==> config.mk <==
export PLATFORM = sky130hd
export DESIGN_NAME = kalman_vehicle_speed_estimator
export DESIGN_NICKNAME = d
export VERILOG_FILES = /design/src/rtl/kvse_pkg.sv /design/src/rtl/kalman_vehicle_speed_estimator.sv
export SDC_FILE = /design/constraint.sdc
export NUM_CORES = 2
export LEC_CHECK = 0
export BUFFER_PORTS_ARGS = -buffer_cell sky130_fd_sc_hd__buf_2
export CAP_MARGIN = 20
export CORE_MARGIN = 5
export CORE_UTILIZATION = 50
export CTS_CLUSTER_SIZE = 30
export DETAILED_ROUTE_END_ITERATION = 7
export HOLD_SLACK_MARGIN = 0.08
export PLACE_DENSITY = 0.63
export SYNTH_ARGS = -nofsm -noshare
export SYNTH_HDL_FRONTEND = slang
export SYNTH_SLANG_ARGS = --single-unit
==> constraint.sdc <==
create_clock -name i_clk -period 7.4 [get_ports i_clk]
set_clock_uncertainty 0.2 [all_clocks]
set_input_delay 1.48 -clock i_clk [delete_from_list [all_inputs] [get_ports i_clk]]
set_output_delay 1.48 -clock i_clk [all_outputs]
set_load 0.02 [all_outputs]
==> src/rtl/kvse_pkg.sv <==
`timescale 1ns / 1ps

package kvse_pkg;

    // Configuration register indexes.
    localparam logic [2:0] CFG_WHEEL_RADIUS      = 3'd0;
    localparam logic [2:0] CFG_PROCESS_NOISE     = 3'd1;
    localparam logic [2:0] CFG_MEASUREMENT_NOISE = 3'd2;
    localparam logic [2:0] CFG_REJECT_THRESHOLD  = 3'd3;
    localparam logic [2:0] CFG_REJECT_FACTOR     = 3'd4;

    // Register reset values.
    localparam logic [15:0] RST_WHEEL_RADIUS      = 16'd16646;
    localparam logic [31:0] RST_PROCESS_NOISE     = 32'd3277;
    localparam logic [31:0] RST_MEASUREMENT_NOISE = 32'd32768;
    localparam logic [31:0] RST_REJECT_THRESHOLD  = 32'd131072;
    localparam logic [7:0]  RST_REJECT_FACTOR     = 8'd50;

    // Filter state reset values.
    localparam logic [31:0] RST_ERROR_VARIANCE = 32'd65536;

    // Time base and fixed-point scaling.
    localparam logic [19:0] MICROS_PER_SECOND = 20'd1000000;
    localparam logic [19:0] HALF_MICROS       = 20'd500000;
    localparam int          GAIN_BITS         = 24;
    localparam logic [24:0] GAIN_ONE          = 25'd1 << GAIN_BITS;
    localparam logic [57:0] GAIN_HALF         = 58'd1 << (GAIN_BITS - 1);
    localparam logic [40:0] MEAS_HALF         = 41'd4096;

    // Sequencer states.
    typedef enum logic [3:0] {
        S_IDLE,
        S_MUL_DELTA,
        S_DIV_DELTA,
        S_PREDICT,
        S_MUL_MEAS,
        S_INNOV,
        S_REJECT,
        S_MUL_NOISE,
        S_GAIN,
        S_DIV_GAIN,
        S_CORR_START,
        S_MUL_CORR,
        S_SPEED,
        S_MUL_VAR,
        S_DONE
    } t_state;

endpackage

==> src/rtl/kalman_vehicle_speed_estimator.sv <==
`timescale 1ns / 1ps

// Scalar Kalman filter for vehicle speed. One item is processed at a time: the
// input accepts a transfer only while the sequencer is idle, and each item gives
// exactly one result, held in an output register until it is taken, so the next
// item can be accepted while a result waits. An item with a zero time step goes
// from idle straight to the done state, which loads the output register once it is
// free. Any other item runs through a shared bit-serial shift-add multiplier (one
// multiplier bit per cycle, finishing early when the remaining bits are zero) used
// up to five times, and a shared restoring divider (one quotient bit per cycle)
// used for the time-base scaling and for the gain. The sequencer returns to idle
// as the result is loaded, and waits in the done state while an earlier result
// still occupies the output register.
// Configuration writes are always accepted and must be made only while the block
// is idle.

module kalman_vehicle_speed_estimator (
    input  logic        i_clk,
    input  logic        i_rst_n,
    // Configuration write channel.
    input  logic        i_cfg_valid,
    output logic        o_cfg_ready,
    input  logic [2:0]  i_cfg_index,
    input  logic [31:0] i_cfg_data,
    // Input stream.
    input  logic        i_s_axis_tvalid,
    output logic        o_s_axis_tready,
    // [23:0] front_left_speed, [47:24] front_right_speed, [71:48] accel_x,
    // [91:72] time_step, [95:92] zero
    input  logic [95:0] i_s_axis_tdata,
    // Result stream.
    output logic        o_m_axis_tvalid,
    input  logic        i_m_axis_tready,
    // [31:0] speed_estimate
    output logic [31:0] o_m_axis_tdata,
    // [0] wheels_rejected
    output logic        o_m_axis_tuser
);

    // Configuration registers.
    logic [15:0] r_wheel_radius;
    logic [31:0] r_process_noise;
    logic [31:0] r_meas_noise;
    logic [31:0] r_reject_thr;
    logic [7:0]  r_reject_factor;

    // Filter state.
    logic signed [31:0] r_speed_state, n_speed_state;
    logic        [31:0] r_error_var, n_error_var;

    // Sequencer and per-item values.
    kvse_pkg::t_state   r_state, n_state;
    logic signed [24:0] r_wheel_sum, n_wheel_sum;
    logic               r_ax_neg, n_ax_neg;
    logic signed [31:0] r_vp, n_vp;
    logic        [31:0] r_p, n_p;
    logic signed [28:0] r_meas, n_meas;
    logic signed [33:0] r_innov, n_innov;
    logic signed [33:0] r_corr, n_corr;
    logic               r_rej, n_rej;

    // Shift-add multiplier.
    logic [57:0] r_mul_acc, n_mul_acc;
    logic [57:0] r_mul_mc, n_mul_mc;
    logic [24:0] r_mul_mp, n_mul_mp;

    // Restoring divider.
    logic [55:0] r_div_rem, n_div_rem;
    logic [64:0] r_div_den, n_div_den;
    logic [24:0] r_div_q, n_div_q;
    logic [4:0]  r_div_cnt, n_div_cnt;

    // Output register.
    logic               r_out_valid, n_out_valid;
    logic signed [31:0] r_out_speed, n_out_speed;
    logic               r_out_rej, n_out_rej;

    // Combinational helpers.
    logic signed [23:0] in_front_left;
    logic signed [23:0] in_front_right;
    logic signed [23:0] in_accel;
    logic        [19:0] in_time_step;
    logic               in_accept;
    logic        [23:0] accel_mag;
    logic        [24:0] wheel_mag;
    logic        [33:0] innov_mag;
    logic               mul_busy;
    logic               mul_run;
    logic        [57:0] mul_sum;
    logic               div_run;
    logic               div_ge;
    logic        [55:0] div_diff;
    logic signed [33:0] delta_mag;
    logic signed [33:0] delta;
    logic signed [34:0] pred;
    logic        [32:0] p_sum;
    logic        [40:0] meas_sum;
    logic signed [28:0] meas_mag;
    logic        [39:0] noise;
    logic        [40:0] den;
    logic        [57:0] corr_sum;
    logic signed [33:0] corr_mag;
    logic        [57:0] var_sum;

    // Saturate to the signed 32-bit range.
    function automatic logic signed [31:0] f_sat32(input logic signed [34:0] x);
        logic signed [34:0] lim_hi;
        logic signed [34:0] lim_lo;
        lim_hi = 35'sd2147483647;
        lim_lo = -35'sd2147483648;
        if (x > lim_hi) begin
            f_sat32 = 32'sh7FFFFFFF;
        end else if (x < lim_lo) begin
            f_sat32 = 32'sh80000000;
        end else begin
            f_sat32 = x[31:0];
        end
    endfunction

    // Unpack the input item.
    assign in_front_left  = i_s_axis_tdata[23:0];
    assign in_front_right = i_s_axis_tdata[47:24];
    assign in_accel       = i_s_axis_tdata[71:48];
    assign in_time_step   = i_s_axis_tdata[91:72];

    assign o_cfg_ready     = 1'b1;
    assign o_s_axis_tready = (r_state == kvse_pkg::S_IDLE);
    assign in_accept       = i_s_axis_tvalid && o_s_axis_tready;

    assign o_m_axis_tvalid = r_out_valid;
    assign o_m_axis_tdata  = r_out_speed;
    assign o_m_axis_tuser  = r_out_rej;

    // Magnitudes of signed operands for the unsigned multiplier.
    assign accel_mag = in_accel[23] ? 24'(-in_accel) : 24'(in_accel);
    assign wheel_mag = r_wheel_sum[24] ? 25'(-r_wheel_sum) : 25'(r_wheel_sum);
    assign innov_mag = r_innov[33] ? 34'(-r_innov) : 34'(r_innov);

    // One multiplier bit per cycle while any multiplier bits remain.
    assign mul_busy = (r_mul_mp != '0);
    assign mul_run  = mul_busy && ((r_state == kvse_pkg::S_MUL_DELTA) ||
                                   (r_state == kvse_pkg::S_MUL_MEAS)  ||
                                   (r_state == kvse_pkg::S_MUL_NOISE) ||
                                   (r_state == kvse_pkg::S_MUL_CORR)  ||
                                   (r_state == kvse_pkg::S_MUL_VAR));
    assign mul_sum  = r_mul_acc + (r_mul_mp[0] ? r_mul_mc : 58'd0);

    // One quotient bit per cycle against a right-shifting divisor.
    assign div_run  = (r_state == kvse_pkg::S_DIV_DELTA) ||
                      (r_state == kvse_pkg::S_DIV_GAIN);
    assign div_ge   = ({9'd0, r_div_rem} >= r_div_den);
    assign div_diff = r_div_rem - r_div_den[55:0];

    // Prediction terms.
    assign delta_mag = $signed({10'd0, r_div_q[23:0]});
    assign delta     = r_ax_neg ? -delta_mag : delta_mag;
    assign pred      = 35'(r_speed_state) + 35'(delta);
    assign p_sum     = {1'b0, r_error_var} + {1'b0, r_process_noise};

    // Wheel measurement rounding, gain denominator and correction rounding.
    assign meas_sum = r_mul_acc[40:0] + kvse_pkg::MEAS_HALF;
    assign meas_mag = $signed({1'b0, meas_sum[40:13]});
    assign noise    = r_rej ? r_mul_acc[39:0] : {8'd0, r_meas_noise};
    assign den      = {9'd0, r_p} + {1'b0, noise};
    assign corr_sum = r_mul_acc + kvse_pkg::GAIN_HALF;
    assign corr_mag = $signed(corr_sum[57:24]);
    assign var_sum  = r_mul_acc + kvse_pkg::GAIN_HALF;

    // Configuration writes.
    always_ff @(posedge i_clk) begin
        if (!i_rst_n) begin
            r_wheel_radius  <= kvse_pkg::RST_WHEEL_RADIUS;
            r_process_noise <= kvse_pkg::RST_PROCESS_NOISE;
            r_meas_noise    <= kvse_pkg::RST_MEASUREMENT_NOISE;
            r_reject_thr    <= kvse_pkg::RST_REJECT_THRESHOLD;
            r_reject_factor <= kvse_pkg::RST_REJECT_FACTOR;
        end else if (i_cfg_valid) begin
            case (i_cfg_index)
                kvse_pkg::CFG_WHEEL_RADIUS:      r_wheel_radius  <= i_cfg_data[15:0];
                kvse_pkg::CFG_PROCESS_NOISE:     r_process_noise <= i_cfg_data;
                kvse_pkg::CFG_MEASUREMENT_NOISE: r_meas_noise    <= i_cfg_data;
                kvse_pkg::CFG_REJECT_THRESHOLD:  r_reject_thr    <= i_cfg_data;
                kvse_pkg::CFG_REJECT_FACTOR:     r_reject_factor <= i_cfg_data[7:0];
                default: begin
                end
            endcase
        end
    end

    // Control state and filter state.
    always_ff @(posedge i_clk) begin
        if (!i_rst_n) begin
            r_state       <= kvse_pkg::S_IDLE;
            r_out_valid   <= 1'b0;
            r_speed_state <= '0;
            r_error_var   <= kvse_pkg::RST_ERROR_VARIANCE;
        end else begin
            r_state       <= n_state;
            r_out_valid   <= n_out_valid;
            r_speed_state <= n_speed_state;
            r_error_var   <= n_error_var;
        end
    end

    // Datapath registers.
    always_ff @(posedge i_clk) begin
        r_wheel_sum <= n_wheel_sum;
        r_ax_neg    <= n_ax_neg;
        r_vp        <= n_vp;
        r_p         <= n_p;
        r_meas      <= n_meas;
        r_innov     <= n_innov;
        r_corr      <= n_corr;
        r_rej       <= n_rej;
        r_mul_acc   <= n_mul_acc;
        r_mul_mc    <= n_mul_mc;
        r_mul_mp    <= n_mul_mp;
        r_div_rem   <= n_div_rem;
        r_div_den   <= n_div_den;
        r_div_q     <= n_div_q;
        r_div_cnt   <= n_div_cnt;
        r_out_speed <= n_out_speed;
        r_out_rej   <= n_out_rej;
    end

    // Sequencer: next state and datapath updates.
    always_comb begin
        n_state       = r_state;
        n_speed_state = r_speed_state;
        n_error_var   = r_error_var;
        n_wheel_sum   = r_wheel_sum;
        n_ax_neg      = r_ax_neg;
        n_vp          = r_vp;
        n_p           = r_p;
        n_meas        = r_meas;
        n_innov       = r_innov;
        n_corr        = r_corr;
        n_rej         = r_rej;
        n_mul_acc     = r_mul_acc;
        n_mul_mc      = r_mul_mc;
        n_mul_mp      = r_mul_mp;
        n_div_rem     = r_div_rem;
        n_div_den     = r_div_den;
        n_div_q       = r_div_q;
        n_div_cnt     = r_div_cnt;
        n_out_valid   = r_out_valid;
        n_out_speed   = r_out_speed;
        n_out_rej     = r_out_rej;

        // A result leaves on a completed output transfer.
        if (r_out_valid && i_m_axis_tready) begin
            n_out_valid = 1'b0;
        end

        // Multiplier step.
        if (mul_run) begin
            n_mul_acc = mul_sum;
            n_mul_mc  = {r_mul_mc[56:0], 1'b0};
            n_mul_mp  = {1'b0, r_mul_mp[24:1]};
        end

        // Divider step.
        if (div_run) begin
            n_div_rem = div_ge ? div_diff : r_div_rem;
            n_div_q   = {r_div_q[23:0], div_ge};
            n_div_den = {1'b0, r_div_den[64:1]};
            n_div_cnt = r_div_cnt - 5'd1;
        end

        case (r_state)
            kvse_pkg::S_IDLE: begin
                if (in_accept) begin
                    n_wheel_sum = 25'(in_front_left) + 25'(in_front_right);
                    n_ax_neg    = in_accel[23];
                    n_rej       = 1'b0;
                    n_mul_acc   = '0;
                    n_mul_mc    = 58'(accel_mag);
                    n_mul_mp    = 25'(in_time_step);
                    n_state     = (in_time_step == '0) ? kvse_pkg::S_DONE
                                                       : kvse_pkg::S_MUL_DELTA;
                end
            end
            kvse_pkg::S_MUL_DELTA: begin
                // Scale to seconds, rounded to nearest.
                if (!mul_busy) begin
                    n_div_rem = 56'(r_mul_acc[43:0]) + 56'(kvse_pkg::HALF_MICROS);
                    n_div_den = 65'(kvse_pkg::MICROS_PER_SECOND) << 23;
                    n_div_q   = '0;
                    n_div_cnt = 5'd23;
                    n_state   = kvse_pkg::S_DIV_DELTA;
                end
            end
            kvse_pkg::S_DIV_DELTA: begin
                if (r_div_cnt == '0) begin
                    n_state = kvse_pkg::S_PREDICT;
                end
            end
            kvse_pkg::S_PREDICT: begin
                // Predicted speed and variance, then the wheel measurement product.
                n_vp      = f_sat32(pred);
                n_p       = p_sum[32] ? 32'hFFFFFFFF : p_sum[31:0];
                n_mul_acc = '0;
                n_mul_mc  = 58'(wheel_mag);
                n_mul_mp  = 25'(r_wheel_radius);
                n_state   = kvse_pkg::S_MUL_MEAS;
            end
            kvse_pkg::S_MUL_MEAS: begin
                if (!mul_busy) begin
                    n_meas  = r_wheel_sum[24] ? -meas_mag : meas_mag;
                    n_state = kvse_pkg::S_INNOV;
                end
            end
            kvse_pkg::S_INNOV: begin
                n_innov = 34'(r_meas) - 34'(r_vp);
                n_state = kvse_pkg::S_REJECT;
            end
            kvse_pkg::S_REJECT: begin
                // Inflate the measurement noise when the wheels disagree.
                if (innov_mag > {2'd0, r_reject_thr}) begin
                    n_rej     = 1'b1;
                    n_mul_acc = '0;
                    n_mul_mc  = 58'(r_meas_noise);
                    n_mul_mp  = 25'(r_reject_factor);
                    n_state   = kvse_pkg::S_MUL_NOISE;
                end else begin
                    n_state   = kvse_pkg::S_GAIN;
                end
            end
            kvse_pkg::S_MUL_NOISE: begin
                if (!mul_busy) begin
                    n_state = kvse_pkg::S_GAIN;
                end
            end
            kvse_pkg::S_GAIN: begin
                // With no variance at all the prediction stands uncorrected.
                if (den == '0) begin
                    n_speed_state = r_vp;
                    n_error_var   = '0;
                    n_state       = kvse_pkg::S_DONE;
                end else begin
                    n_div_rem = {r_p, 24'd0};
                    n_div_den = {den, 24'd0};
                    n_div_q   = '0;
                    n_div_cnt = 5'd24;
                    n_state   = kvse_pkg::S_DIV_GAIN;
                end
            end
            kvse_pkg::S_DIV_GAIN: begin
                if (r_div_cnt == '0) begin
                    n_state = kvse_pkg::S_CORR_START;
                end
            end
            kvse_pkg::S_CORR_START: begin
                n_mul_acc = '0;
                n_mul_mc  = 58'(innov_mag);
                n_mul_mp  = r_div_q;
                n_state   = kvse_pkg::S_MUL_CORR;
            end
            kvse_pkg::S_MUL_CORR: begin
                if (!mul_busy) begin
                    n_corr  = r_innov[33] ? -corr_mag : corr_mag;
                    n_state = kvse_pkg::S_SPEED;
                end
            end
            kvse_pkg::S_SPEED: begin
                // Corrected estimate, then the variance product.
                n_speed_state = f_sat32(35'(r_vp) + 35'(r_corr));
                n_mul_acc     = '0;
                n_mul_mc      = 58'(r_p);
                n_mul_mp      = kvse_pkg::GAIN_ONE - r_div_q;
                n_state       = kvse_pkg::S_MUL_VAR;
            end
            kvse_pkg::S_MUL_VAR: begin
                if (!mul_busy) begin
                    n_error_var = var_sum[55:24];
                    n_state     = kvse_pkg::S_DONE;
                end
            end
            kvse_pkg::S_DONE: begin
                // Load the output register once it is free.
                if (!r_out_valid || i_m_axis_tready) begin
                    n_out_valid = 1'b1;
                    n_out_speed = r_speed_state;
                    n_out_rej   = r_rej;
                    n_state     = kvse_pkg::S_IDLE;
                end
            end
            default: begin
                n_state = kvse_pkg::S_IDLE;
            end
        endcase
    end

    // The updated variance never exceeds the predicted variance.
    a_var_bounded: assert property (@(posedge i_clk) disable iff (!i_rst_n)
        (r_state == kvse_pkg::S_MUL_VAR && !mul_busy) |=> (r_error_var <= $past(r_p)))
        else $error("variance update exceeds predicted variance");

    // The gain never exceeds one.
    a_gain_bounded: assert property (@(posedge i_clk) disable iff (!i_rst_n)
        (r_state == kvse_pkg::S_CORR_START) |-> (r_div_q <= kvse_pkg::GAIN_ONE))
        else $error("gain above one");

    // The gain division never runs against a zero divisor.
    a_div_nonzero: assert property (@(posedge i_clk) disable iff (!i_rst_n)
        (r_state == kvse_pkg::S_DIV_GAIN) |-> (r_div_den != '0))
        else $error("gain division with zero divisor");

    // A zero time step leaves the filter state alone.
    a_zero_step_hold: assert property (@(posedge i_clk) disable iff (!i_rst_n)
        (in_accept && in_time_step == '0) |=>
            ($stable(r_speed_state) && $stable(r_error_var) && r_state == kvse_pkg::S_DONE))
        else $error("zero time step changed the state");

    // A waiting result is not overwritten.
    a_out_hold: assert property (@(posedge i_clk) disable iff (!i_rst_n)
        (r_state == kvse_pkg::S_DONE && r_out_valid && !i_m_axis_tready) |=>
            (r_state == kvse_pkg::S_DONE && $stable(r_out_speed)))
        else $error("result overwritten before transfer");

endmodule
Word-level counts from Yosys, hierarchy flattened
Cells that the tools add are included.
{"block": "totals", "ff_bits": 702, "output_inout_bits": 36, "word_cells": 179}
{"block": "classes", "addsub": 19, "n_lt_le_gt_ge": 6, "eq_ne": 29, "mux": 64, "n_bitwise": 1, "n_reduce_logical": 33}
{"cell": "2-to-1 mux 58 bit", "count": 7}
{"cell": "one-hot mux 58 bit (5 select lines)", "count": 1}
{"cell": "2-to-1 mux 56 bit", "count": 4}
{"cell": "2-to-1 mux 65 bit", "count": 3}
{"cell": "2-to-1 mux 32 bit", "count": 6}
{"cell": "2-to-1 mux 25 bit", "count": 7}
{"cell": "one-hot mux 58 bit (3 select lines)", "count": 1}
{"cell": "one-hot mux 65 bit (2 select lines)", "count": 1}
{"cell": "one-hot mux 32 bit (2 select lines)", "count": 2}
{"cell": "one-hot mux 25 bit (5 select lines)", "count": 1}
{"cell": "one-hot mux 56 bit (2 select lines)", "count": 1}
{"cell": "2-to-1 mux 34 bit", "count": 3}
{"cell": "adder 32 x 34 -> 35 bit", "count": 2}
{"cell": "> comparator 35 x 32 -> 1 bit (second input constant)", "count": 2}
{"cell": "less-than comparator 35 x 32 -> 1 bit (second input constant)", "count": 2}
{"cell": "negation 34 bit", "count": 2}
{"cell": "greater-or-equal comparator 56 x 65 -> 1 bit", "count": 1}
{"cell": "one-hot mux 4 bit (15 select lines)", "count": 1}
{"cell": "adder 58 x 24 -> 58 bit (second input constant)", "count": 1}
{"cell": "adder 58 bit", "count": 1}
{"cell": "subtractor 56 bit", "count": 1}
{"cell": "one-hot mux 25 bit (2 select lines)", "count": 1}
{"cell": "adder 44 x 19 -> 45 bit (second input constant)", "count": 1}
{"cell": "2-to-1 mux 4 bit", "count": 11}
{"cell": "44 further kinds", "count": 89}

Longest topological paths before layout
{"block": "logic_depth", "word_depth": 9, "ltp_mapped": 24, "mapped_depth_nobuf": 22}

Worst setup path after synthesis
OpenSTA, ideal clock, no wires.
{"block": "synth_path", "kind": "register to register", "start": "register r_div_q[2]", "end": "register r_vp[25], data pin", "setup_time_ns": 0.267, "arrival_ns": 5.376, "t_required_ns": 6.933, "slack_ns": 1.558, "stages_incl_launch_ff": 23, "path_buffers": 3, "synth_period_minus_slack_ns": 5.842, "cell_sequence": "dfxtp_1 > buf_2 > or3_4 > or3_4 > or3_4 > or3_4 > or3_4 > or3_1 > or3_1 > buf_2 > o21a_1 > ha_1 > and3_1 > and3_1 > and2_1 > a21oi_1 > nand2_1 > a41o_1 > a21oi_1 > xnor2_1 > o31ai_1 > buf_2 > o21ai_0"}
{"block": "synth_via", "elab_chain_cells": 5, "elab_cells_between_ends": 6, "cone_classes": "add/sub: 2; order compare: 2; mux: 2"}
{"item": "from (decl)", "line_no": "kalman_vehicle_speed_estimator.sv:70", "rtl": "logic [24:0] r_div_q, n_div_q;"}
{"item": "from (signal assigned)", "line_no": "kalman_vehicle_speed_estimator.sv:220", "rtl": "r_div_q <= n_div_q;"}
{"item": "negation 24 -> 34 bit", "line_no": "kalman_vehicle_speed_estimator.sv:156", "rtl": "assign delta = r_ax_neg ? -delta_mag : delta_mag;"}
{"item": "2-to-1 mux 34 bit (*)", "line_no": "kalman_vehicle_speed_estimator.sv:156"}
{"item": "adder 32 x 34 -> 35 bit (*)", "line_no": "kalman_vehicle_speed_estimator.sv:157", "rtl": "assign pred = 35'(r_speed_state) + 35'(delta);"}
{"item": "less-than comparator 35 x 32 -> 1 bit", "line_no": "kalman_vehicle_speed_estimator.sv:113", "rtl": "end else if (x < lim_lo) begin"}
{"item": "2-to-1 mux 32 bit", "line_no": "kalman_vehicle_speed_estimator.sv:113"}
{"item": "to (signal assigned)", "line_no": "kalman_vehicle_speed_estimator.sv:209", "rtl": "r_vp <= n_vp;"}
{"item": "to (decl)", "line_no": "kalman_vehicle_speed_estimator.sv:55", "rtl": "logic signed [31:0] r_vp, n_vp;"}
Mark *: on every way between the ends. The rest lies on a longest branch, timed or not.
A chain may end at the register's enable or synchronous reset.

Worst setup path in the final report
{"block": "layout_path", "start": "register r_div_q[0]", "end": "register r_vp[26], data pin"}
The elaborated chain is that of the path after synthesis.

==> results.txt <==
----------------------------------------------------
[Synth]
  Post-synthesis sequential element count ... 701
  Post-synth net total ... 6761
  Number of flops mapped to enable cells by yosys ... 220
  Synth async-reset ratio ... 0%
  Cells after synthesis ... 6271
  Netlist Area Pre-Place ... 50800 sq um
  Warnings from Yosys ... 0
  Predominant post-synthesis flop cell ... dfxtp_1
  Sequential-to-total area share from yosys stat ... 32.0%
  Post-synth cell types ... 107
  Mean area per synthesized cell ... 8.09 sq um

[Floorplanning]
  Die area ... 108000 sq um
  Initial core utilization ... 50.5%
  Floorplan die width ... 329 microns
  Placeable core region ... 100000 sq um
  Core Rows ... 116
  Chip height ... 329 microns
  I/O pin total ... 172

[Timing]
  Tightest Pin Transition ... 1100 ps
  Final Critical Period ... 6450 ps
  Final-layout setup total negative slack ... 0 ps
  Headroom to the max-slew limit ... 26.5%
  Count of endpoints failing hold in the final timing report ... 0
  Least setup slack across all paths after layout ... 954 ps
  Final setup viols ... 0
  Fin. max-slew vios ... 0
  RSZ-0062 raised after global routing ... false
  Share of the clock period used by the worst path ... 87.1%
  Max Fclk ... 0.155 GHz

[Pwr]
  Fraction of power spent switching nets ... 44.2%
  Internal Dissipation ... 0.0108 W
  Fraction of power consumed by combinational cells ... 49.7%
  Power dissipated by switching net loads ... 0.00853 W
  Proportion of power drawn by flip-flops and latches ... 28.0%
  Power per cell area ... 348 nW/um^2
  Clock share of power ... 22.4%
  Leakage power ... 22.2 nW
  IR drop worst, VDD ... 0.208 mV

[Worst hold path]
  Tightest Hold Check Type ... reg -> reg

[Outcome]
  Result of the run ... finished, final reports clean

[Final layout]
  Filler cells ... 9619
  Highest-count cells in the layout ignoring fill and taps ... nand2_1 (967), a21oi_1 (673), dfxtp_1 (480)
  Most common library cell in the layout ignoring fill and taps ... nand2_1
  Number of nets in the finished design ... 6740
  Multi-input logic area ... 32300 sq um
  Share of post-route cells with drive strength above 1 ... 8.80%
  Area growth, synth to finish ... 9.42%
  FF/Latch Area ... 16200 sq um

[Detailed routing]
  Number of vias after detailed routing ... 48000
  Drt first-iter violations ... 5336
  Count of TritonRoute iterations in the first routing pass ... 7
  DR DRC count ... 0
  Via density per instance ... 6.25
  Final wirelength ... 189000 microns
  DRT antenna net count ... 0
  WL/cell ... 24.6 microns

[GRT]
  First-pass GRT wire length ... 278000 microns
  Total overflow reported by the global router ... 0
  Initial antenna violation count ... 10
  Largest net degree at the start of global routing ... 94
  Total GRT Usage ... 33.7%
  Vias in the first global route ... 43400

[Clock tree]
  Count of instances resized after the clock tree is built ... 0
  Total of hold buffers inserted after clock tree synthesis ... 0
  TritonCTS clock tree ... yes
  Number of buffers added for setup after CTS ... 0
  Clock latency on the worst-skew pair ... 680 ps
  H-tree lvl count ... 3
  Clk pin slew, worst setup/hold paths ... 60 ps
  Total CTS buffers ... 84
  Worst-case clock buffer depth ... 3
  Clock root buffer ... clkbuf_16
  Clock sink count ... 701

[Place]
  Routability congestion estimate from global placement ... 0.966
  Setup slack at placement ... 875 ps
  Port Buffers ... 166
  Final HPWL DP ... 145000 microns

[Setup path]
  Critical path peak fanout ... 31
  Required time reported for the critical path endpoint ... 7590 ps
  Reg-to-reg slack, setup ... 950 ps
  Category of the critical setup timing path ... reg -> reg
  CP endpoint kind ... register
  Startpoint kind of the worst setup timing path ... register
  Arr. time, crit path ... 6640 ps

[Flow run]
  Max-capacitance violation count ... 0

----------------------------------------------------
## cell type report
class | count | share of cell area [%]
clock inverters | 38 | 0.703
well taps | 1357 | 3.06
multi-input cells | 4975 | 58.2
flip-flops and latches | 701 | 29.2
repair buffers | 242 | 2.66
inverters | 246 | 1.67
clock buffers | 117 | 4.42
diodes | 8 | 0.0360
## power groups by stage
| stage | Clock, W | Combinational [W] | Sequential (W) |
|---|---|---|---|
| CTS | 0.00437 | 0.00939 | 0.00537 |
| finish | 0.00432 | 0.00959 | 0.00540 |
| global route | 0.00452 | 0.0104 | 0.00544 |
| detailed placement | 0 | 0.00935 | 0.00545 |
| global placement | 0 | 0.00926 | 0.00544 |
| floorplan | 0 | 0.00691 | 0.00510 |
## cell usage after synthesis, drive strengths merged, types with 23 or more instances
library cell	count	area, sq um
a211oi	62	475
a21o	146	1100
a21oi	681	3430
a221oi	32	280
a31oi	37	231
and2	87	544
and3	56	355
buf	83	424
clkbuf	266	1000
dfxtp	481	9630
edfxtp	220	6610
ha	346	4330
inv	245	920
mux2	45	507
mux2i	98	981
nand2	969	3650
nand2b	67	419
nand3	126	641
nand4	59	369
nor2	352	1350
nor2b	48	300
nor3	87	450
nor4	57	384
o211ai	43	323
o21a	47	353
o21ai	403	2020
o21bai	48	364
o221ai	23	201
o2bb2ai	31	272
o31ai	50	375
o32ai	25	369
or2	39	244
or3	81	537
or4	27	203
xnor2	312	2730
xor2	182	1590
## per-layer routing
layer	vias up	GRT usage, %	part of all wire, %
met2	2161	52.0	43
met4	2	16.8	5.9
met1	22900	45.7	42
met3	377	5.72	8.9
met5	-	0	0.0079
li1	22600	-	-
## registers in the layout, summed over array words and instances (netlist names), 4 cells and up
register	cells
r_div_cnt	5
r_meas	29
r_reject_factor	8
r_vp	32
r_speed_state	32
r_mul_mc	58
r_wheel_radius	16
r_meas_noise	32
r_process_noise	32
r_state	4
r_div_q	25
r_error_var	32
r_p	32
r_reject_thr	32
r_mul_acc	58
r_div_rem	56
r_wheel_sum	25
r_mul_mp	25
r_innov	33
r_corr	34
o_m_axis_tdata	32
r_div_den	65
## critical path: stages (launching register included)
cell	delay, ps
dfxtp_1	450
or3_4	410
or3_4	350
or3_4	380
or3_4	420
or3_4	350
or3_1	390
or3_1	540
o21a_1	250
ha_1	200
a21o_1	170
a21o_1	170
a21oi_1	190
nor2b_1	70
o21a_1	160
o21ai_0	140
nand2_1	60
a41o_1	210
a21oi_1	170
xnor2_1	120
o31ai_2	250
buf_4	330
o21ai_0	170
## path summary, 6_finish.rpt
check                           depth (start not counted)            start         endpoint
worst max register to register                         22       r_div_q[0]         r_vp[26]
worst min-delay path                                    2  r_reject_thr[4]  r_reject_thr[4]
worst min register to register                          2  r_reject_thr[4]  r_reject_thr[4]
worst max-delay path                                   22       r_div_q[0]         r_vp[26]
## metrics by stage
| stage | instance area, sq um | util, % | hold WS, ps | power, W | std cells |
|---|---|---|---|---|---|
| final | 55500 | 55.3 | 254 | 0.0193 | 7684 |
| after global routing | 55500 | 55.3 | 265 | 0.0204 | 7676 |
| after CTS | 55500 | 55.2 | 254 | 0.0191 | 7672 |
| after detailed placement | 52600 | 52.4 | 246 | 0.0148 | 7517 |
| after global placement | 52600 | 52.4 | 243 | 0.0147 | 7517 |
| after floorplan | 50800 | - | 234 | 0.0120 | 6271 |
## cell families (layout without fill, tap and decap cells)
family,after synthesis,after routing,synth area share [%]
and+or+nand+nor,2106,2106,19.5
AOI/OAI and AO/OA,1877,1877,23.6
DFF,701,701,32.0
buffers and inverters,595,643,4.63
xor gates and xnor gates,494,494,8.52
adders and majority gates,354,354,8.84
muxes,143,143,2.93
other,1,9,0.00739
No activity file was read; power rests on OpenSTA's default activity.
